--- src/hw/rtl/sgpg_pkg.sv ---
// Shared types and constants for the skip-gram pair generator.
// Holds the sequencer state encoding and the read request passed to the word ring.
// No dependencies.
`timescale 1ns / 1ps
`default_nettype none

package sgpg_pkg;

  // Ages and offsets fit these widths for every supported radius
  localparam int AGE_W = 4;
  localparam int SW    = AGE_W + 2;

  typedef enum logic [1:0] {
    ST_IDLE = 2'b01,
    ST_RUN  = 2'b10
  } seq_state_t;

  typedef struct packed {
    logic             en;
    logic [AGE_W-1:0] centre_age;
    logic [AGE_W-1:0] context_age;
    logic             run_last;
    logic             corpus_end;
  } rd_req_t;

endpackage

`default_nettype wire

--- src/hw/rtl/skipgram_pair_generator_unit.sv ---
// Skip-gram pair generator top level: radius register, sequencer, word ring, output stage.
// Uses sgpg_pkg, sgpg_seq and sgpg_ring.
// The first pair reaches the output register after the sequencer has entered its run state for the accepted word.
// Throughput: one pair per cycle from the shared sequencer while the output does not stall; a new
// word is taken only after the last pair of the previous word has been issued.
// Output register stalls the sequencer only while a pair waits for out_ready.
// Reset (synchronous, rst high) clears control state and sets the radius to 1.
`timescale 1ns / 1ps
`default_nettype none

module skipgram_pair_generator_unit #(
  parameter int MAX_RADIUS = 4,
  parameter int VOCAB_BITS = 20
) (
  input  wire                   clk,
  input  wire                   rst,
  input  wire                   cfg_wr_en,
  input  wire [2:0]             cfg_wr_data,
  input  wire                   in_valid,
  output logic                  in_ready,
  input  wire [VOCAB_BITS-1:0]  word_index,
  input  wire                   corpus_last,
  output logic                  out_valid,
  input  wire                   out_ready,
  output logic [VOCAB_BITS-1:0] centre_word,
  output logic [VOCAB_BITS-1:0] context_word,
  output logic                  run_last,
  output logic                  corpus_end
);

  logic [2:0]        window_radius;
  logic              adv;
  logic              accept;
  sgpg_pkg::rd_req_t req;

  assign adv    = !out_valid || out_ready;
  assign accept = in_valid && in_ready;

  always_ff @(posedge clk) begin
    if (rst) begin
      window_radius <= 3'd1;
    end else if (cfg_wr_en) begin
      window_radius <= cfg_wr_data;
    end
  end

  sgpg_seq #(
    .MAX_RADIUS (MAX_RADIUS)
  ) u_seq (
    .clk        (clk),
    .rst        (rst),
    .radius_cfg (window_radius),
    .in_valid   (in_valid),
    .in_last    (corpus_last),
    .in_ready   (in_ready),
    .adv        (adv),
    .req        (req)
  );

  sgpg_ring #(
    .MAX_RADIUS (MAX_RADIUS),
    .VOCAB_BITS (VOCAB_BITS)
  ) u_ring (
    .clk          (clk),
    .rst          (rst),
    .wr_en        (accept),
    .wr_word      (word_index),
    .req          (req),
    .centre_word  (centre_word),
    .context_word (context_word)
  );

  always_ff @(posedge clk) begin
    if (rst) begin
      out_valid <= 1'b0;
    end else if (req.en) begin
      out_valid <= 1'b1;
    end else if (out_ready) begin
      out_valid <= 1'b0;
    end
  end

  always_ff @(posedge clk) begin
    if (req.en) begin
      run_last   <= req.run_last;
      corpus_end <= req.corpus_end;
    end
  end

endmodule

`default_nettype wire

--- src/hw/rtl/sgpg_ring.sv ---
// Circular word store of the last 2*MAX_RADIUS+1 corpus words.
// Maps word ages to addresses and registers both read words. Uses sgpg_pkg.
`timescale 1ns / 1ps
`default_nettype none

module sgpg_ring #(
  parameter int MAX_RADIUS = 4,
  parameter int VOCAB_BITS = 20
) (
  input  wire                        clk,
  input  wire                        rst,
  input  wire                        wr_en,
  input  wire [VOCAB_BITS-1:0]       wr_word,
  input  sgpg_pkg::rd_req_t          req,
  output logic [VOCAB_BITS-1:0]      centre_word,
  output logic [VOCAB_BITS-1:0]      context_word
);

  localparam int DEPTH = 2 * MAX_RADIUS + 1;
  localparam int IW    = $clog2(DEPTH);
  localparam logic [IW:0] DEPTH_C = (IW + 1)'(DEPTH);
  localparam logic [IW-1:0] LAST_C = IW'(DEPTH - 1);

  logic [VOCAB_BITS-1:0] mem [DEPTH];
  logic [IW-1:0] wp;
  logic [IW-1:0] wp_next;
  logic [IW-1:0] centre_addr;
  logic [IW-1:0] context_addr;

  function automatic logic [IW-1:0] age_to_addr(input logic [IW-1:0] ptr,
                                                input logic [IW-1:0] age);
    logic [IW:0] sum;
    sum = {1'b0, ptr} + DEPTH_C - {1'b0, age};
    if (sum >= DEPTH_C) begin
      sum = sum - DEPTH_C;
    end
    return sum[IW-1:0];
  endfunction

  assign wp_next      = (wp == LAST_C) ? '0 : wp + IW'(1);
  assign centre_addr  = age_to_addr(wp, req.centre_age[IW-1:0]);
  assign context_addr = age_to_addr(wp, req.context_age[IW-1:0]);

  always_ff @(posedge clk) begin
    if (rst) begin
      wp <= '0;
    end else if (wr_en) begin
      wp <= wp_next;
    end
  end

  always_ff @(posedge clk) begin
    if (wr_en) begin
      mem[wp_next] <= wr_word;
    end
  end

  always_ff @(posedge clk) begin
    if (req.en) begin
      centre_word  <= mem[centre_addr];
      context_word <= mem[context_addr];
    end
  end

endmodule

`default_nettype wire

--- src/hw/rtl/sgpg_seq.sv ---
// Pair sequencer: steps centre age and context offset one pair per cycle while adv is high.
// Tracks fill count and radius per transaction. Uses sgpg_pkg.
`timescale 1ns / 1ps
`default_nettype none

module sgpg_seq #(
  parameter int MAX_RADIUS = 4
) (
  input  wire               clk,
  input  wire               rst,
  input  wire [2:0]         radius_cfg,
  input  wire               in_valid,
  input  wire               in_last,
  output logic              in_ready,
  input  wire               adv,
  output sgpg_pkg::rd_req_t req
);

  localparam int DEPTH = 2 * MAX_RADIUS + 1;
  localparam int FW    = $clog2(DEPTH);
  localparam int SW    = sgpg_pkg::SW;
  localparam logic [FW-1:0] FILL_MAX = FW'(DEPTH - 1);
  localparam logic [2:0]    RMAX_C   = 3'(MAX_RADIUS);

  sgpg_pkg::seq_state_t state, state_next;

  logic [FW-1:0]          fill, fill_next;
  logic signed [SW-1:0]   radius, radius_next;
  logic signed [SW-1:0]   avail, avail_next;
  logic                   last, last_next;
  logic signed [SW-1:0]   age, age_next;
  logic signed [SW-1:0]   off, off_next;

  logic [2:0]             r_eff;
  logic signed [SW-1:0]   r_in;
  logic signed [SW-1:0]   fill_s;
  logic signed [SW-1:0]   first_age;
  logic signed [SW-1:0]   ctx_age;
  logic signed [SW-1:0]   off_inc;
  logic signed [SW-1:0]   hi;
  logic                   accept;
  logic                   pair_last;

  function automatic logic signed [SW-1:0] low_off(input logic signed [SW-1:0] a,
                                                   input logic signed [SW-1:0] r,
                                                   input logic signed [SW-1:0] av);
    logic signed [SW-1:0] t;
    t = a - av;
    if (t < -r) begin
      t = -r;
    end
    if (t == '0) begin
      t = SW'(1);
    end
    return t;
  endfunction

  always_comb begin
    if (radius_cfg == 3'd0) begin
      r_eff = 3'd1;
    end else if (radius_cfg > RMAX_C) begin
      r_eff = RMAX_C;
    end else begin
      r_eff = radius_cfg;
    end
  end

  assign r_in     = signed'({{(SW-3){1'b0}}, r_eff});
  assign fill_s   = signed'({{(SW-FW){1'b0}}, fill});
  assign in_ready = (state == sgpg_pkg::ST_IDLE);
  assign accept   = in_valid && in_ready;
  assign ctx_age  = age - off;
  assign hi       = (age < radius) ? age : radius;
  assign first_age = in_last ? ((fill_s < r_in) ? fill_s : r_in) : r_in;

  always_comb begin
    off_inc = off + SW'(1);
    if (off_inc == '0) begin
      off_inc = SW'(1);
    end
  end

  always_comb begin
    if (last) begin
      pair_last = (age == '0) && (off == -SW'(1));
    end else begin
      pair_last = (off == radius);
    end
  end

  always_comb begin
    req.en          = (state == sgpg_pkg::ST_RUN) && adv;
    req.centre_age  = age[sgpg_pkg::AGE_W-1:0];
    req.context_age = ctx_age[sgpg_pkg::AGE_W-1:0];
    req.run_last    = pair_last;
    req.corpus_end  = pair_last && last;
  end

  always_comb begin
    state_next  = state;
    fill_next   = fill;
    radius_next = radius;
    avail_next  = avail;
    last_next   = last;
    age_next    = age;
    off_next    = off;
    case (state)
      sgpg_pkg::ST_IDLE: begin
        if (accept) begin
          radius_next = r_in;
          avail_next  = fill_s;
          last_next   = in_last;
          age_next    = first_age;
          off_next    = low_off(first_age, r_in, fill_s);
          if (in_last) begin
            fill_next = '0;
          end else if (fill != FILL_MAX) begin
            fill_next = fill + FW'(1);
          end
          if (in_last ? (fill_s != '0) : (fill_s >= r_in)) begin
            state_next = sgpg_pkg::ST_RUN;
          end
        end
      end
      sgpg_pkg::ST_RUN: begin
        if (adv) begin
          if (pair_last) begin
            state_next = sgpg_pkg::ST_IDLE;
          end else if (off_inc > hi) begin
            age_next = age - SW'(1);
            off_next = low_off(age - SW'(1), radius, avail);
          end else begin
            off_next = off_inc;
          end
        end
      end
      default: begin
        state_next = sgpg_pkg::ST_IDLE;
      end
    endcase
  end

  always_ff @(posedge clk) begin
    if (rst) begin
      state <= sgpg_pkg::ST_IDLE;
      fill  <= '0;
    end else begin
      state <= state_next;
      fill  <= fill_next;
    end
  end

  always_ff @(posedge clk) begin
    radius <= radius_next;
    avail  <= avail_next;
    last   <= last_next;
    age    <= age_next;
    off    <= off_next;
  end

  a_off_nonzero : assert property (@(posedge clk) disable iff (rst)
    state == sgpg_pkg::ST_RUN |-> off != '0)
    else $error("context offset zero while running");

  a_flush_clears_fill : assert property (@(posedge clk) disable iff (rst)
    accept && in_last |=> fill == '0)
    else $error("fill count not cleared after last word");

  a_ctx_in_range : assert property (@(posedge clk) disable iff (rst)
    req.en |-> (ctx_age >= '0) && (ctx_age <= avail))
    else $error("context age outside held words");

endmodule

`default_nettype wire

--- config.mk ---
export PLATFORM = sky130hd
export DESIGN_NAME = skipgram_pair_generator_unit
export DESIGN_NICKNAME = d
export VERILOG_FILES = /design/src/hw/rtl/sgpg_pkg.sv /design/src/hw/rtl/skipgram_pair_generator_unit.sv /design/src/hw/rtl/sgpg_ring.sv /design/src/hw/rtl/sgpg_seq.sv
export SDC_FILE = /design/constraint.sdc
export NUM_CORES = 1
export LEC_CHECK = 0
export BUFFER_PORTS_ARGS = -buffer_cell sky130_fd_sc_hd__buf_2
export CAP_MARGIN = 40
export CORE_MARGIN = 4
export CORE_UTILIZATION = 40
export DETAILED_ROUTE_END_ITERATION = 10
export HOLD_SLACK_MARGIN = 0.06
export PLACE_DENSITY = 0.58
export SYNTH_ARGS = -nofsm -noshare
export SYNTH_HDL_FRONTEND = slang
export SYNTH_SLANG_ARGS = --single-unit
--- constraint.sdc ---
create_clock -name clk -period 6.5 [get_ports clk]
set_input_delay 1.3 -clock clk [delete_from_list [all_inputs] [get_ports clk]]
set_output_delay 1.3 -clock clk [all_outputs]
set_load 0.01 [all_outputs]
# == Word-level counts from Yosys, hierarchy flattened ==
# Memories as Yosys holds them, arrays and structs flattened. A register that Yosys moved wholly into a read port is not among the register bits.
# Cells that the tools add are included.
# totals
ram_bits,180
mem_count,1
elab_cells,110
latch_bits,0
romBits,0
ff_bits,36
in_bits,29
# op_classes
n_reduce_logical,20
n_eq_ne,12
n_bitwise,0
shift,0
muxes,42
multipliers,0
add_sub_neg,14
div,0
order_cmp,9
# memory_table
memory,depth,word_bits,rd,rd_ports_with_merged_regs,write_ports,line,text
u_ring.mem,9,20,2,2,1,sgpg_ring.sv:24,logic [VOCAB_BITS-1:0] mem [DEPTH];
# op_table
op,n
$mux W6,21
$logic_not A6 Y1,4
$mux W4,6
$pmux W6 S2,2
$lt A6 B6 Y1,2
$neg A3 Y6,2
$sub A6 B5 Y6,2
$ge A5 B4 Y1 const B,2
$sub A5 B4 Y5,2
$add A4 B1 Y4 const B,2
$mux W2,4
$ne A2 B2 Y1 const B,4
$reduce_and A4 Y1,2
$sub A4 B4 Y4 const B,2
$add A6 B2 Y6 const B,1
$eq A6 B1 Y1 const B,1
$eq A6 B4 Y1,1
$gt A6 B6 Y1,1
$lt A6 B4 Y1,1
$mux W1,6
$mux W3,2
$reduce_bool A2 Y1,3
$reduce_bool A6 Y1,1
$sub A6 B2 Y6 const B,1
other kinds (18),22

# == Depth between registers and ports, before layout ==
# logic_depth
word_depth,15
depth_mapped,22
depth_no_buf,21

# == Modules after synthesis ==
# A second synthesis with hierarchy kept.
# unflattened
hier_cells,1328
hier_area_um2,15219.6
# by_module_without_submodules
module,area_each_um2,cells_per_inst,seq_area_each_um2,n_inst
sgpg_ring,12261.8,998,6686.4,1
sgpg_seq,2753.9,314,720.7,1
skipgram_pair_generator_unit,203.9,16,140.1,1

# == Least setup slack after synthesis ==
# Ideal clock, no wire load.
# synth_path
kind,in2reg
startpoint,input corpus_last
endpoint,register u_seq.off[0] (data pin)
cell_stages,16
required_time_ns,6.236
path_slack_ns,1.759
path_buffers,2
t_arrival_ns,4.477
setup_ns,0.264
cell_sequence,clkbuf_1 nand3_1 a21oi_1 ha_1 inv_1 fa_1 xor2_1 ha_1 a21o_1 a211o_1 o22a_1 o31a_1 clkbuf_1 mux2i_1 o32ai_1 a21oi_1
# synth_via
elab_chain_len,10
# synth_lines
element,line,text
from (decl),skipgram_pair_generator_unit.sv:22,"input wire corpus_last,"
$mux W6 *,sgpg_seq.sv:74,assign first_age = in_last ? ((fill_s < r_in) ? fill_s : r_in) : r_in;
$sub A6 B5 Y6 *,sgpg_seq.sv:48,t = a - av;
$lt A6 B6 Y1,sgpg_seq.sv:49,if (t < -r) begin
$mux W6 *,sgpg_seq.sv:49,
$mux W6 *,sgpg_seq.sv:109,if (accept) begin
$mux W6 *,sgpg_seq.sv:107,case (state)
$logic_not A6 Y1,sgpg_seq.sv:52,if (t == '0) begin
$mux W6 *,sgpg_seq.sv:52,
$mux W6 *,sgpg_seq.sv:109,
$pmux W6 S2 *,sgpg_seq.sv:107,
named net u_seq.off_next[0],sgpg_seq.sv:32,"logic signed [SW-1:0] off, off_next;"
to (signal assigned),sgpg_seq.sv:158,off <= off_next;
to (decl),sgpg_seq.sv:32,
# The timed path passes the listed nets; every way through them passes the cells marked *. The select of a mux whose other input is x is not followed.
# A chain may end at the register's enable or synchronous reset.

# == Worst setup path after layout ==
# layout_path
startpoint,register u_ring.wp[0]
endpoint,register u_ring.centre_word[14] (read register of u_ring.mem) (data pin)
# layout_via
elab_chain_len,4
# layout_lines
element,line,text
from (decl),sgpg_ring.sv:25,logic [IW-1:0] wp;
from (signal assigned),sgpg_ring.sv:48,wp <= wp_next;
$add A4 B4 Y5 *,sgpg_ring.sv:33,"sum = {1'b0, ptr} + DEPTH_C - {1'b0, age};"
$sub A5 B4 Y5 *,sgpg_ring.sv:33,
$sub A4 B4 Y4 / $ge A5 B4 Y1 (equally long branches),"sgpg_ring.sv:35, sgpg_ring.sv:34",
$mux W4 *,sgpg_ring.sv:34,if (sum >= DEPTH_C) begin
to (decl),sgpg_ring.sv:15,"output logic [VOCAB_BITS-1:0] centre_word,"
# Mark *: on every way between the ends. The rest lies on a longest branch, timed or not.

==> impl_metrics.json <==
{
  "worstSetupPathType": "register to register",
  "synth-edff-count": 242,
  "multi_input_area_um2": 8150,
  "ys_seq_area_share_pct": 46.1,
  "die_area_um2": 44200,
  "nFillCells": 3694,
  "layout_commonest_cell": "edfxtp_1",
  "cts-resized-gates": 0,
  "vias_per_cell": 6.29,
  "nets": 1582,
  "finalMaxSlewViolations": 0,
  "drive_gt1_share_pct": 17.3,
  "clk-insertion-delay-late_ns": 0.58,
  "ioPinCount": 73,
  "r2r-start": "u_ring.wp[0]",
  "setup_viol": 0,
  "hold_start": "window_radius[0]",
  "grtUsageTotal_pct": 22.4,
  "first_iter_violations": 1365,
  "skew_ns": 0.00953,
  "dr_total_vias": 12800,
  "r2r-end": "u_ring.centre_word[14]",
  "post-dp-hpwl_mm": 32.1,
  "yosysWarnings": 0,
  "worst_slack_ns": 1.53,
  "critPathMaxFanout": 26,
  "area_growth_pct": 12.2,
  "timing_worst_slew_pin_value_ns": 0.946,
  "avgSynthCellArea_um2": 11.4,
  "setup-tns-final_ns": 0,
  "min_to": "window_radius[0]",
  "fmax_mhz": 201,
  "ff2ff_path_depth": 12,
  "cts_root_buffer": "clkbuf_16",
  "grt_setup_unrepaired": "no",
  "synth-main-ff-cell": "edfxtp_1",
  "grt_max_degree": 57,
  "clkTransAtPathRegs_ns": 0.06,
  "hold_class": "register to register",
  "place_congestion": 0.860,
  "critPathLaunchType": "register",
  "num_rows": 73,
  "synth_cell_types": 83,
  "grt_pass1_vias": 12800,
  "pre_cts_ws_ns": 1.56,
  "status": "completed",
  "start_util_pct": 40.8,
  "cts_setup_buffers": 0,
  "hold_viol": 0,
  "syn_area_um2": 16400,
  "stdcell_count": 2038,
  "register_area_um2": 7550,
  "numCtsBuffers": 31,
  "critPathArrivalTime_ns": 5.28,
  "grt_pass1_wl_mm": 77.5,
  "tritoncts": "built",
  "drcViolationCount": 0,
  "post-route-period-util_pct": 76.5,
  "cts_num_sinks": 256,
  "mostFrequentLayoutCells": "edfxtp_1 (242), mux2i_1 (153), nor2_1 (91)",
  "dp.cells": 1981,
  "die_h_um": 210,
  "cts-htree-levels": 1,
  "grt_overflow": 0,
  "relSlewSlack_pct": 36.5,
  "cts_max_path_buffers": 3,
  "worst-r2r-setup-slack_ns": 1.53,
  "required_ns": 6.80,
  "wl_per_cell_um": 25.0,
  "min_period_ns": 4.97,
  "async_reset_ff_share_pct": 0,
  "maxCapViolations": 0,
  "finalWirelength_mm": 50.9,
  "portBuffers": 72,
  "hold-path-cell-count": 2,
  "synth-seq-cells": 256,
  "drtPass1Iterations": 7,
  "ctsHoldBuffers": 0,
  "syn_inst": 1440,
  "die_w_um": 210,
  "core_um2": 40100,
  "end_kind": "register",
  "antenna_left": 0,
  "grt_antenna_before_repair": 1
}
critical path, cell delays in order, from the launching register on:
cell       delay (ns)
dfxtp_1          0.59
inv_1            0.17
ha_1             0.57
inv_1            0.11
fa_1             0.51
buf_4            0.31
nand3_1          0.22
nor2_1           0.37
o21ai_4          0.31
a21oi_1          0.28
or2_1            0.76
buf_4            0.34
o2111ai_1        0.14
through the flow:
stage	utilization, %	instance area, um2	hold slack [ns]
6_report	45.8	18400	0.489
5_1_grt	45.8	18400	0.535
4_1_cts	45.8	18400	0.498
3_5_place_dp	43.4	17400	0.485
3_3_place_gp	43.3	17400	0.490
2_1_floorplan	-	16400	0.465
worst max-delay path by stage:
stage                       startpoint                     end
after detailed placement   corpus_last            u_seq.off[0]
after CTS                 u_seq.age[0]  u_ring.context_word[8]
final                     u_ring.wp[0]  u_ring.centre_word[14]
after floorplan            corpus_last            u_seq.off[0]
after global routing      u_ring.wp[0]   u_ring.centre_word[7]
after global placement     corpus_last            u_seq.off[0]
registers in the layout, summed over array words and instances, names as in the netlist, 4 cells and up:
signal and count:
u_seq.fill 4, u_ring.mem 180, u_ring.centre_word 20, u_ring.context_word 20, u_seq.age 6, u_seq.avail 4, u_seq.off 6, u_ring.wp 4
layout make-up:
| type | instances | share of cell area (%) |
|---|---|---|
| multi-input combinational | 996 | 44.3 |
| clock buffer | 42 | 4.55 |
| inverter | 88 | 1.80 |
| timing repair buffer | 116 | 3.98 |
| sequential | 256 | 41.1 |
| clock inverter | 14 | 0.674 |
| antenna | 1 | 0.0136 |
| tap | 525 | 3.57 |
Yosys cell counts (all sizes together), types with 35 or more instances:
master / n / area, um2
buf: 49 / 270
clkbuf: 53 / 199
edfxtp: 242 / 7270
ha: 59 / 738
inv: 87 / 327
mux2: 44 / 495
mux2i: 153 / 1530
nand2: 82 / 308
nand3: 35 / 185
nor2: 97 / 364
o211ai: 56 / 435
o21ai: 44 / 228
o221ai: 38 / 339
cells by family after synthesis:
| group | Yosys count | synth area share [%] |
|---|---|---|
| compound gates | 390 | 18.9 |
| mux | 214 | 14.7 |
| simple gates | 295 | 8.54 |
| flops | 256 | 46.1 |
| fa+ha+maj | 64 | 5.12 |
| other cells | 1 | 0.0229 |
| buf+inv | 190 | 4.88 |
| xor+xnor | 30 | 1.70 |
layer usage:
metal,share of wire [%],track usage (%),wire length (um)
met1,43,31.1,22000
met2,46,36.3,23600
met3,7.3,3.08,3730
met4,3.2,7.63,1610
met5,0,0,0
Power is not shown: default switching activity piles up to over one toggle a cycle in this logic, so the estimate is an artifact.
